--- config.mk ---
export PLATFORM = sky130hd
export DESIGN_NAME = timestamp_to_calendar_date_time
export DESIGN_NICKNAME = d
export VERILOG_FILES = /design/src/rtl/core/tcd_pkg.sv /design/src/rtl/core/tcd_day_div.sv /design/src/rtl/core/tcd_clock.sv /design/src/rtl/core/tcd_date.sv /design/src/rtl/core/timestamp_to_calendar_date_time.sv
export SDC_FILE = /design/constraint.sdc
export NUM_CORES = 2
export LEC_CHECK = 0
export BUFFER_PORTS_ARGS = -buffer_cell sky130_fd_sc_hd__buf_4
export CAP_MARGIN = 20
export CORE_MARGIN = 2
export CORE_UTILIZATION = 65
export CTS_CLUSTER_DIAMETER = 100
export DETAILED_ROUTE_END_ITERATION = 10
export PLACE_DENSITY = 0.86
export SETUP_SLACK_MARGIN = 0.05
export SKIP_CTS_REPAIR_TIMING = 1
export SYNTH_ARGS = -nofsm -noshare
export SYNTH_HDL_FRONTEND = slang
export SYNTH_HIERARCHICAL = 1
export SYNTH_SLANG_ARGS = --single-unit
--- constraint.sdc ---
create_clock -name clk -period 13.5 [get_ports clk]
set_input_delay 2.025 -clock clk [delete_from_list [all_inputs] [get_ports clk]]
set_output_delay 2.025 -clock clk [all_outputs]
set_load 0.005 [all_outputs]
--- src/rtl/core/tcd_pkg.sv ---
// Shared constants, stage interface types and lookup tables for the timestamp converter.
package tcd_pkg;

    localparam logic [30:0] DAY_DIV     = 31'd1318359375;
    localparam logic [48:0] DAY_BIAS    = 49'd140737500000000;
    localparam logic [17:0] DAY_BIAS_Q  = 18'd106752;
    localparam int          DAY_Q_BITS  = 18;
    localparam int          DAY_STAGES  = 6;
    localparam int          DAY_STEPS   = 3;

    localparam logic [20:0] SEC_DIV     = 21'd1953125;
    localparam int          SEC_Q_BITS  = 17;
    localparam int          SEC_STAGES  = 6;
    localparam int          SEC_STEPS   = 3;
    localparam logic [11:0] HOUR_DIV    = 12'd3600;
    localparam int          HOUR_Q_BITS = 5;
    localparam logic [5:0]  MIN_DIV     = 6'd60;
    localparam int          MIN_Q_BITS  = 6;

    localparam logic [21:0] JDN_MJD0    = 22'd2400001;
    localparam logic [21:0] GREG_START  = 22'd2299161;
    localparam logic [23:0] ALPHA_OFS   = 24'd7468865;
    localparam logic [17:0] ALPHA_DIV   = 18'd146097;
    localparam int          ALPHA_BITS  = 5;
    localparam logic [12:0] C_DIV       = 13'd7305;
    localparam int          C_BITS      = 13;
    localparam int          C_HI_STEPS  = 7;
    localparam logic [18:0] E_DIV       = 19'd306001;
    localparam int          E_BITS      = 4;

    localparam int          PIPE_DEPTH  = 16;

    typedef struct packed {
        logic               valid;
        logic signed [17:0] days;
        logic [46:0]        frac;
    } day_split_t;

    typedef struct packed {
        logic        valid;
        logic [4:0]  hour;
        logic [5:0]  minute;
        logic [5:0]  second;
        logic [29:0] nsec;
    } clock_fields_t;

    typedef struct packed {
        logic        valid;
        logic [11:0] year;
        logic [3:0]  month;
        logic [4:0]  day;
        logic [2:0]  weekday;
        logic [8:0]  ordinal;
    } date_fields_t;

    function automatic logic [8:0] e_day_offset(input logic [3:0] e);
        logic [8:0] v;
        case (e)
            4'd0:    v = 9'd0;
            4'd1:    v = 9'd30;
            4'd2:    v = 9'd61;
            4'd3:    v = 9'd91;
            4'd4:    v = 9'd122;
            4'd5:    v = 9'd153;
            4'd6:    v = 9'd183;
            4'd7:    v = 9'd214;
            4'd8:    v = 9'd244;
            4'd9:    v = 9'd275;
            4'd10:   v = 9'd306;
            4'd11:   v = 9'd336;
            4'd12:   v = 9'd367;
            4'd13:   v = 9'd397;
            4'd14:   v = 9'd428;
            default: v = 9'd459;
        endcase
        return v;
    endfunction

    function automatic logic [8:0] month_start(input logic [3:0] m);
        logic [8:0] v;
        case (m)
            4'd1:    v = 9'd30;
            4'd2:    v = 9'd61;
            4'd3:    v = 9'd91;
            4'd4:    v = 9'd122;
            4'd5:    v = 9'd152;
            4'd6:    v = 9'd183;
            4'd7:    v = 9'd213;
            4'd8:    v = 9'd244;
            4'd9:    v = 9'd275;
            4'd10:   v = 9'd305;
            4'd11:   v = 9'd336;
            4'd12:   v = 9'd366;
            default: v = 9'd0;
        endcase
        return v;
    endfunction

endpackage

--- src/rtl/core/tcd_day_div.sv ---
// Pipelined floored division of the timestamp into day number and time within the day.
module tcd_day_div
    import tcd_pkg::*;
(
    input  logic        clk,
    input  logic        rst_n,
    input  logic        accept,
    input  logic [63:0] timestamp,
    output day_split_t  split
);

    logic        valid_reg [DAY_STAGES+1];
    logic [48:0] rem_reg   [DAY_STAGES+1];
    logic [17:0] quo_reg   [DAY_STAGES+1];
    logic [15:0] low_reg   [DAY_STAGES+1];
    logic [48:0] rem_next  [DAY_STAGES];
    logic [17:0] quo_next  [DAY_STAGES];
    logic [48:0] bias_next;

    assign bias_next = {timestamp[63], timestamp[63:16]} + DAY_BIAS;

    always_comb
    begin
        int bitpos;
        for (int s = 0; s < DAY_STAGES; s++)
        begin
            rem_next[s] = rem_reg[s];
            quo_next[s] = quo_reg[s];
            for (int j = 0; j < DAY_STEPS; j++)
            begin
                bitpos = DAY_Q_BITS - 1 - s * DAY_STEPS - j;
                if (bitpos >= 0)
                begin
                    if (rem_next[s] >= (49'(DAY_DIV) << bitpos))
                    begin
                        rem_next[s] = rem_next[s] - (49'(DAY_DIV) << bitpos);
                        quo_next[s] = {quo_next[s][16:0], 1'b1};
                    end
                    else
                    begin
                        quo_next[s] = {quo_next[s][16:0], 1'b0};
                    end
                end
            end
        end
    end

    always_ff @(posedge clk or negedge rst_n)
    begin
        if (!rst_n)
        begin
            for (int s = 0; s <= DAY_STAGES; s++)
            begin
                valid_reg[s] <= 1'b0;
            end
        end
        else
        begin
            valid_reg[0] <= accept;
            for (int s = 0; s < DAY_STAGES; s++)
            begin
                valid_reg[s+1] <= valid_reg[s];
            end
        end
    end

    always_ff @(posedge clk)
    begin
        rem_reg[0] <= bias_next;
        quo_reg[0] <= '0;
        low_reg[0] <= timestamp[15:0];
        for (int s = 0; s < DAY_STAGES; s++)
        begin
            rem_reg[s+1] <= rem_next[s];
            quo_reg[s+1] <= quo_next[s];
            low_reg[s+1] <= low_reg[s];
        end
    end

    assign split.valid = valid_reg[DAY_STAGES];
    assign split.days  = signed'(quo_reg[DAY_STAGES] - DAY_BIAS_Q);
    assign split.frac  = {rem_reg[DAY_STAGES][30:0], low_reg[DAY_STAGES]};

endmodule

--- src/rtl/core/tcd_clock.sv ---
// Pipelined split of the time within a day into hour, minute, second and nanosecond.
module tcd_clock
    import tcd_pkg::*;
(
    input  logic          clk,
    input  logic          rst_n,
    input  day_split_t    split,
    output clock_fields_t fields
);

    logic        valid_reg [9];
    logic [37:0] rem_reg   [SEC_STAGES+1];
    logic [16:0] quo_reg   [SEC_STAGES+1];
    logic [8:0]  low_reg   [SEC_STAGES+1];
    logic [37:0] rem_next  [SEC_STAGES];
    logic [16:0] quo_next  [SEC_STAGES];

    logic [4:0]  hour_reg, hour8_reg, hour_next;
    logic [11:0] hrem_reg, hrem_next;
    logic [29:0] nsec_reg, nsec8_reg;
    logic [5:0]  minute_reg, minute_next;
    logic [5:0]  second_reg, second_next;

    always_comb
    begin
        int bitpos;
        for (int s = 0; s < SEC_STAGES; s++)
        begin
            rem_next[s] = rem_reg[s];
            quo_next[s] = quo_reg[s];
            for (int j = 0; j < SEC_STEPS; j++)
            begin
                bitpos = SEC_Q_BITS - 1 - s * SEC_STEPS - j;
                if (bitpos >= 0)
                begin
                    if (rem_next[s] >= (38'(SEC_DIV) << bitpos))
                    begin
                        rem_next[s] = rem_next[s] - (38'(SEC_DIV) << bitpos);
                        quo_next[s] = {quo_next[s][15:0], 1'b1};
                    end
                    else
                    begin
                        quo_next[s] = {quo_next[s][15:0], 1'b0};
                    end
                end
            end
        end
    end

    always_comb
    begin
        logic [16:0] r;
        r = quo_reg[SEC_STAGES];
        hour_next = '0;
        for (int i = HOUR_Q_BITS - 1; i >= 0; i--)
        begin
            if (r >= (17'(HOUR_DIV) << i))
            begin
                r = r - (17'(HOUR_DIV) << i);
                hour_next = {hour_next[3:0], 1'b1};
            end
            else
            begin
                hour_next = {hour_next[3:0], 1'b0};
            end
        end
        hrem_next = r[11:0];
    end

    always_comb
    begin
        logic [11:0] r;
        r = hrem_reg;
        minute_next = '0;
        for (int i = MIN_Q_BITS - 1; i >= 0; i--)
        begin
            if (r >= (12'(MIN_DIV) << i))
            begin
                r = r - (12'(MIN_DIV) << i);
                minute_next = {minute_next[4:0], 1'b1};
            end
            else
            begin
                minute_next = {minute_next[4:0], 1'b0};
            end
        end
        second_next = r[5:0];
    end

    always_ff @(posedge clk or negedge rst_n)
    begin
        if (!rst_n)
        begin
            for (int s = 0; s < 9; s++)
            begin
                valid_reg[s] <= 1'b0;
            end
        end
        else
        begin
            valid_reg[0] <= split.valid;
            for (int s = 0; s < 8; s++)
            begin
                valid_reg[s+1] <= valid_reg[s];
            end
        end
    end

    always_ff @(posedge clk)
    begin
        rem_reg[0] <= split.frac[46:9];
        quo_reg[0] <= '0;
        low_reg[0] <= split.frac[8:0];
        for (int s = 0; s < SEC_STAGES; s++)
        begin
            rem_reg[s+1] <= rem_next[s];
            quo_reg[s+1] <= quo_next[s];
            low_reg[s+1] <= low_reg[s];
        end
        hour_reg   <= hour_next;
        hrem_reg   <= hrem_next;
        nsec_reg   <= {rem_reg[SEC_STAGES][20:0], low_reg[SEC_STAGES]};
        hour8_reg  <= hour_reg;
        minute_reg <= minute_next;
        second_reg <= second_next;
        nsec8_reg  <= nsec_reg;
    end

    assign fields.valid  = valid_reg[8];
    assign fields.hour   = hour8_reg;
    assign fields.minute = minute_reg;
    assign fields.second = second_reg;
    assign fields.nsec   = nsec8_reg;

endmodule

--- src/rtl/core/tcd_date.sv ---
// Pipelined conversion of a day number into calendar date, weekday and day of year.
module tcd_date
    import tcd_pkg::*;
(
    input  logic         clk,
    input  logic         rst_n,
    input  day_split_t   split,
    output date_fields_t fields
);

    logic        valid_reg [9];

    logic [21:0] z_reg, z1_reg;
    logic        greg_reg;
    logic [4:0]  alpha_reg, alpha_next;
    logic [2:0]  wd_reg [8];
    logic [2:0]  wd_next;
    logic [21:0] b_reg [4];
    logic [21:0] b_next;
    logic [25:0] t_reg, t3_reg, t_next, t3_next;
    logic [6:0]  chi_reg, chi_next;
    logic [12:0] c_reg [4];
    logic [12:0] c_next;
    logic [9:0]  bd_reg, bd6_reg, bd_next;
    logic [3:0]  e_reg, e_next;
    logic [11:0] year_reg, year8_reg, year_next;
    logic [3:0]  month_reg, month8_reg, month_next;
    logic [4:0]  day_reg, day8_reg, day_next;
    logic [8:0]  doy_reg, doy_next;

    always_comb
    begin
        logic [21:0] r;
        logic [21:0] zp1;
        logic [23:0] zw;
        logic [5:0]  s1;
        logic [3:0]  s2;
        logic [3:0]  s3;
        r = 22'({z_reg, 2'b00} - ALPHA_OFS);
        alpha_next = '0;
        for (int i = ALPHA_BITS - 1; i >= 0; i--)
        begin
            if (r >= (22'(ALPHA_DIV) << i))
            begin
                r = r - (22'(ALPHA_DIV) << i);
                alpha_next = {alpha_next[3:0], 1'b1};
            end
            else
            begin
                alpha_next = {alpha_next[3:0], 1'b0};
            end
        end
        zp1 = z_reg + 22'd1;
        zw  = {2'b00, zp1};
        s1  = '0;
        for (int k = 0; k < 8; k++)
        begin
            s1 = s1 + 6'(zw[3*k +: 3]);
        end
        s2 = 4'(s1[5:3]) + 4'(s1[2:0]);
        s3 = 4'(s2[3]) + {1'b0, s2[2:0]};
        wd_next = (s3 >= 4'd7) ? 3'(s3 - 4'd7) : s3[2:0];
    end

    always_comb
    begin
        logic [21:0] a;
        if (greg_reg)
        begin
            a = z1_reg + 22'd1 + 22'(alpha_reg) - 22'(alpha_reg[4:2]);
        end
        else
        begin
            a = z1_reg;
        end
        b_next = a + 22'd1524;
        t_next = 26'(b_next) * 26'd20 - 26'd2442;
    end

    always_comb
    begin
        logic [25:0] r;
        r = t_reg;
        chi_next = '0;
        for (int i = C_BITS - 1; i >= C_BITS - C_HI_STEPS; i--)
        begin
            if (r >= (26'(C_DIV) << i))
            begin
                r = r - (26'(C_DIV) << i);
                chi_next = {chi_next[5:0], 1'b1};
            end
            else
            begin
                chi_next = {chi_next[5:0], 1'b0};
            end
        end
        t3_next = r;
    end

    always_comb
    begin
        logic [25:0] r;
        r = t3_reg;
        c_next = 13'(chi_reg);
        for (int i = C_BITS - C_HI_STEPS - 1; i >= 0; i--)
        begin
            if (r >= (26'(C_DIV) << i))
            begin
                r = r - (26'(C_DIV) << i);
                c_next = {c_next[11:0], 1'b1};
            end
            else
            begin
                c_next = {c_next[11:0], 1'b0};
            end
        end
    end

    always_comb
    begin
        logic [23:0] prod;
        logic [21:0] diff;
        prod = 24'(c_reg[0]) * 24'd1461;
        diff = b_reg[2] - prod[23:2];
        bd_next = diff[9:0];
    end

    always_comb
    begin
        logic [23:0] r;
        r = 24'(bd_reg) * 24'd10000;
        e_next = '0;
        for (int i = E_BITS - 1; i >= 0; i--)
        begin
            if (r >= (24'(E_DIV) << i))
            begin
                r = r - (24'(E_DIV) << i);
                e_next = {e_next[2:0], 1'b1};
            end
            else
            begin
                e_next = {e_next[2:0], 1'b0};
            end
        end
    end

    always_comb
    begin
        logic [9:0]  dd;
        logic [12:0] yy;
        dd = bd6_reg - {1'b0, e_day_offset(e_reg)};
        day_next = dd[4:0];
        month_next = (e_reg < 4'd14) ? e_reg - 4'd1 : e_reg - 4'd13;
        yy = (month_next > 4'd2) ? c_reg[2] - 13'd4716 : c_reg[2] - 13'd4715;
        year_next = yy[11:0];
    end

    always_comb
    begin
        logic       leap;
        logic [9:0] acc;
        leap = (year_reg[1:0] == 2'b00) && (year_reg != 12'd1700) && (year_reg != 12'd1800)
               && (year_reg != 12'd1900) && (year_reg != 12'd2100);
        acc = 10'(month_start(month_reg)) + 10'(day_reg) - 10'd30;
        if (month_reg > 4'd2)
        begin
            acc = acc - (leap ? 10'd1 : 10'd2);
        end
        doy_next = acc[8:0];
    end

    always_ff @(posedge clk or negedge rst_n)
    begin
        if (!rst_n)
        begin
            for (int s = 0; s < 9; s++)
            begin
                valid_reg[s] <= 1'b0;
            end
        end
        else
        begin
            valid_reg[0] <= split.valid;
            for (int s = 0; s < 8; s++)
            begin
                valid_reg[s+1] <= valid_reg[s];
            end
        end
    end

    always_ff @(posedge clk)
    begin
        z_reg     <= 22'({{4{split.days[17]}}, split.days}) + JDN_MJD0;
        z1_reg    <= z_reg;
        greg_reg  <= (z_reg >= GREG_START);
        alpha_reg <= alpha_next;
        wd_reg[0] <= wd_next;
        for (int k = 0; k < 7; k++)
        begin
            wd_reg[k+1] <= wd_reg[k];
        end
        b_reg[0]  <= b_next;
        b_reg[1]  <= b_reg[0];
        b_reg[2]  <= b_reg[1];
        b_reg[3]  <= b_reg[2];
        t_reg     <= t_next;
        t3_reg    <= t3_next;
        chi_reg   <= chi_next;
        c_reg[0]  <= c_next;
        c_reg[1]  <= c_reg[0];
        c_reg[2]  <= c_reg[1];
        c_reg[3]  <= c_reg[2];
        bd_reg    <= bd_next;
        bd6_reg   <= bd_reg;
        e_reg     <= e_next;
        year_reg  <= year_next;
        month_reg <= month_next;
        day_reg   <= day_next;
        year8_reg <= year_reg;
        month8_reg <= month_reg;
        day8_reg  <= day_reg;
        doy_reg   <= doy_next;
    end

    assign fields.valid   = valid_reg[8];
    assign fields.year    = year8_reg;
    assign fields.month   = month8_reg;
    assign fields.day     = day8_reg;
    assign fields.weekday = wd_reg[7];
    assign fields.ordinal = doy_reg;

endmodule

--- src/rtl/core/timestamp_to_calendar_date_time.sv ---
// Top level: converts a nanosecond timestamp into calendar date and time of day.
//
// One timestamp can be started in every clock cycle; busy never rises. Each conversion
// comes out on the result ports with done high for exactly one cycle, in start order.
// The restoring divider for the day number feeds, in parallel, the restoring divider for
// the second count with the hour and minute stages, and the calendar stages; both dividers
// retire three quotient bits per stage. The receiver cannot stall, so every result must
// be taken in the cycle it appears.
module timestamp_to_calendar_date_time
    import tcd_pkg::*;
(
    input  logic               clk,
    input  logic               rst_n,
    input  logic               start,
    output logic               busy,
    input  logic signed [63:0] timestamp_ns,
    output logic               done,
    output logic [11:0]        cal_year,
    output logic [3:0]         cal_month,
    output logic [4:0]         cal_day,
    output logic [4:0]         hour_of_day,
    output logic [5:0]         minute_of_hour,
    output logic [5:0]         second_of_minute,
    output logic [29:0]        nanosecond_part,
    output logic [2:0]         weekday,
    output logic [8:0]         ordinal_day
);

    day_split_t    split;
    clock_fields_t clk_f;
    date_fields_t  date_f;

    assign busy = 1'b0;

    tcd_day_div u_day_div (
        .clk       (clk),
        .rst_n     (rst_n),
        .accept    (start && !busy),
        .timestamp (timestamp_ns),
        .split     (split)
    );

    tcd_clock u_clock (
        .clk    (clk),
        .rst_n  (rst_n),
        .split  (split),
        .fields (clk_f)
    );

    tcd_date u_date (
        .clk    (clk),
        .rst_n  (rst_n),
        .split  (split),
        .fields (date_f)
    );

    assign done             = date_f.valid;
    assign cal_year         = date_f.year;
    assign cal_month        = date_f.month;
    assign cal_day          = date_f.day;
    assign weekday          = date_f.weekday;
    assign ordinal_day      = date_f.ordinal;
    assign hour_of_day      = clk_f.hour;
    assign minute_of_hour   = clk_f.minute;
    assign second_of_minute = clk_f.second;
    assign nanosecond_part  = clk_f.nsec;

`ifndef SYNTH
    valid_align_a: assert property (@(posedge clk) disable iff (!rst_n)
        clk_f.valid == date_f.valid)
        else $error("Clock and date pipelines are out of step.");

    latency_a: assert property (@(posedge clk) disable iff (!rst_n)
        done |-> $past(start && !busy, PIPE_DEPTH))
        else $error("Result without a matching transfer.");

    date_range_a: assert property (@(posedge clk) disable iff (!rst_n)
        done |-> (cal_month >= 4'd1 && cal_month <= 4'd12 && cal_day >= 5'd1
                  && ordinal_day >= 9'd1 && ordinal_day <= 9'd366))
        else $error("Calendar field out of range.");

    time_range_a: assert property (@(posedge clk) disable iff (!rst_n)
        done |-> (hour_of_day < 5'd24 && minute_of_hour < 6'd60
                  && second_of_minute < 6'd60 && weekday < 3'd7))
        else $error("Time field out of range.");
`endif

endmodule

## Word-level counts from Yosys, hierarchy flattened

Memory sizes are Yosys's and may differ from the RTL's. A register that Yosys moved wholly into a read port is not among the register bits.
Cells that the tools add are included.

- Bits in registers: 259
- Memory bits (writable): 1,193
- Bits in read-only memories: 288
- Output and inout port bits: 82
- Word-level logic and storage cells: 368
- Memories: 11

Memories:

| memory | words | bits a word | rd ports | clocked after Yosys merged registers in | wr ports | line | text |
|---|---|---|---|---|---|---|---|
| u_day_div.rem_reg | 7 | 49 | 7 | 0 | 7 | tcd_day_div.sv:13 | `logic [48:0] rem_reg [DAY_STAGES+1];` |
| u_clock.rem_reg | 7 | 38 | 7 | 1 | 7 | tcd_clock.sv:12 | `logic [37:0] rem_reg [SEC_STAGES+1];` |
| (no name shown) | 16 | 9 | 1 | 1 | 0 | tcd_pkg.sv:81 | `case (m)` |
| (no name shown) | 16 | 9 | 1 | 1 | 0 | tcd_pkg.sv:58 | `case (e)` |
| u_day_div.quo_reg | 7 | 18 | 7 | 0 | 7 | tcd_day_div.sv:14 | `logic [17:0] quo_reg [DAY_STAGES+1];` |
| u_clock.quo_reg | 7 | 17 | 7 | 0 | 7 | tcd_clock.sv:13 | `logic [16:0] quo_reg [SEC_STAGES+1];` |
| +5 memories | -- | -- | -- | -- | -- | -- |  |

- Add/sub/neg operators: 94
- $mul: 3
- $lt $le $gt $ge: 73
- Equality and inequality tests: 4
- Muxes and demuxes: 139
- Reductions and logical operators: 5

Operator list:

| operator | count |
|---|---|
| 49-bit 2-to-1 mux | 18 |
| 38-bit 2-to-1 mux | 17 |
| 26-bit 2-to-1 mux | 12 |
| 22-bit 2-to-1 mux | 5 |
| 12-bit 2-to-1 mux | 7 |
| 24-bit 2-to-1 mux | 3 |
| 1-bit 2-to-1 mux | 68 |
| 17-bit 2-to-1 mux | 4 |
| 49-bit by 48-bit adder with 49-bit output, second input constant | 1 |
| 49-bit by 31-bit >= comparator with 1-bit output, second input constant | 1 |
| 49-bit by 32-bit >= comparator with 1-bit output, second input constant | 1 |
| 49-bit by 33-bit >= comparator with 1-bit output, second input constant | 1 |
| 49-bit by 34-bit >= comparator with 1-bit output, second input constant | 1 |
| 49-bit by 35-bit >= comparator with 1-bit output, second input constant | 1 |
| 49-bit by 36-bit >= comparator with 1-bit output, second input constant | 1 |
| 49-bit by 37-bit >= comparator with 1-bit output, second input constant | 1 |
| 49-bit by 38-bit >= comparator with 1-bit output, second input constant | 1 |
| 49-bit by 39-bit >= comparator with 1-bit output, second input constant | 1 |
| 49-bit by 40-bit >= comparator with 1-bit output, second input constant | 1 |
| 49-bit by 41-bit >= comparator with 1-bit output, second input constant | 1 |
| 49-bit by 42-bit >= comparator with 1-bit output, second input constant | 1 |
| 49-bit by 43-bit >= comparator with 1-bit output, second input constant | 1 |
| 49-bit by 44-bit >= comparator with 1-bit output, second input constant | 1 |
| 49-bit by 45-bit >= comparator with 1-bit output, second input constant | 1 |
| other kinds (152) | 168 |

## Longest topological paths before layout

- Depth in word-level cells: 14
- Gate-level depth with buffers: 48
- Depth with buffers taken out: 44

## Cells and area by module

Netlist, hierarchy kept.

Modules (own cells, without submodules):

| module | times used | cells an instance | area an instance (um^2) | seq. area each (um^2) |
|---|---|---|---|---|
| tcd_day_div | 1 | 5,937 | 44,458.9 | 10,184.8 |
| tcd_clock | 1 | 3,972 | 31,854.3 | 9,594.2 |
| tcd_date | 1 | 3,496 | 28,020.6 | 5,670.4 |
| timestamp_to_calendar_date_time | 1 | 2 | 11.3 | 0.0 |

## Least setup slack after synthesis

No wires, ideal clock.

- Path kind: register -> register
- Start: register u_date.bd_reg[3]
- End: register with a tool-made name
- Setup time: 0.134 ns
- Arrival: 10.811 ns
- Data required time: 13.366 ns
- Slack: 2.556 ns
- Cell stages (with the launch flop): 46
- Buffers on the path: 4
- Clock period less this slack: 10.944 ns
- Path through: dfxtp_1 -> fa_1 -> ha_1 -> ha_1 -> ha_1 -> inv_1 -> fa_1 -> inv_1 -> ha_1 -> a21boi_0 -> o21ai_1 -> nand2_1 -> o31a_1 -> xor2_1 -> a21o_1 -> a211oi_1 -> o211ai_1 -> clkinv_1 -> [10 not listed] -> clkinv_1 -> ha_1 -> nand2b_1 -> or2_2 -> mux2i_1 -> a211oi_1 -> nor3_1 -> a2111oi_0 -> or4_1 -> and2_1 -> clkbuf_1 -> inv_2 -> o221a_2 -> o32a_1 -> o211ai_1 -> ha_1 -> a211oi_1 -> a21oi_1

RTL lines:

| element | line | text |
|---|---|---|
| start: declaration | tcd_date.sv:24 | `logic [9:0] bd_reg, bd6_reg, bd_next;` |
| start signal: assignment | tcd_date.sv:213 | `bd_reg <= bd_next;` |

==> reports/metrics.cfg <==
[sta]
setup_viol=0
min_period_ps=12400
fin_crit_sh=0.919
finalSetupTns_ps=0
slew_headroom=0.261
tightest_slew_ps=1100
skew_ps=43.7
hold_viol_final=0
hold_ws_ps=304
report.final.slew_viol_count=0
fmaxAchievable_mhz=80.6
rsz0062_at_grt=no

[finish]
syn_to_final_growth_pct=6.01
final_common_cell=dfxtp_1
final_cell_mix=dfxtp_1, xnor2_1, nand2_1
final_cells=15300
largest_register_ffs=325
final_area_mm2=0.110
nets=13500
layout-drive-gt1-share=0.0730

[worst_setup_path]
critPathSlowestCell=a21oi_1
max_stage_delay_ps=650
cp_max_fo=22
worst-setup-path-type=flop to flop
critPathCaptureType=flop
startpoint_type=flop
reg2reg_depth=41
crit_arrival_ps=13130
path_common_cell=ha_1
required_ps=14230

[global_routing]
grt_pass1_vias=97900
grt_pass1_wl_um=499000
grt_max_degree=60
antenna_found_initial=7
gr-usage-all-layers=0.358
globalRouteOverflowTotal=0

[placed_design]
dp_hpwl_um=232000
gp_congestion=1.00
portBuffers=147
place_inst=15100
placed_area_mm2=0.106

[routing]
vias_per_cell=6.80
drc_errors=0
wirelength_um=307000
firstDrtPassIters=8
vias=104000
drt_iter0_drc=11300
detail_route.wl_per_cell_um=20.0
ant_nets=0

[worst_hold_path]
hold_depth=0
hp-class=flop to flop

[die]
dieArea_mm2=0.163
fp.dieH_um=404
rows=146
start_util=0.656
die_x_um=404
ios=149
core-area_mm2=0.159

[synthesis]
synth_fp_nets=13800
netlist_area_mm2=0.104
syn_area_per_cell_um2=7.77
netlist_instances=13400
yosysWarnings=6

[run_status]
outcome=finished, final reports clean

[clock_network]
insertion_delay_ps=820
cts.sinks=1256
htreeDepth=4
cts_buffers=135
cts_tree=done
root_buffer=clkbuf_16
cts_buffer_depth=3
cts.clk_slew.worst_paths_ps=60

[job]
drv_cap=0

## layout make-up
cell class,instances,area [um2]
fill,12900,48400
clock buffer,167,3700
clock inverter,76,1080
timing repair buffer,218,1640
sequential,1256,25200
inverter,523,1970
multi-input combinational,11000,74200
antenna,5,12.5
tap,2072,2590
## worst max-delay path: cells and delay by family, from the launching register on
kind / cells / cell delay [ps]
AND/OR/NAND/NOR: 11 / 3080
adder cells (fa/ha/maj): 9 / 3120
multiplexers: 1 / 130
AO/OA/AOI/OAI: 12 / 3540
XOR/XNOR: 2 / 670
flip-flops: 1 / 640
buffers and inverters: 6 / 1080
## metal layers
layer	global-route usage	part of all wire	vias to the layer above
met2	0.594	0.46	5224
met3	0.0589	0.085	818
met4	0.127	0.032	2
met1	0.468	0.42	49200
li1	-	-	48900
met5	0	0.000042	-
## through the flow
step           utilization  worst slack, ps
3_3_place_gp         0.665             1170
5_1_grt              0.695             52.1
4_1_cts              0.695              841
2_1_floorplan            -             2560
6_report             0.695             1100
3_5_place_dp         0.665              922
## final timing paths
check                                        start                 endpoint  slack [ps]
min                        u_day_div/quo_reg[1][0]  u_day_div/quo_reg[2][3]         300
max                               u_date/bd_reg[3]                     flop        1100
max in group asynchronous                    rst_n   u_day_div/valid_reg[3]       12280
min reg2reg                u_day_div/quo_reg[1][0]  u_day_div/quo_reg[2][3]         300
max reg2reg                       u_date/bd_reg[3]                     flop        1100
min in group asynchronous                    rst_n   u_day_div/valid_reg[5]        1030
Power is left out: the tool's default activity adds up to more than one toggle a clock period on the data nets, which glitch-free logic cannot reach.
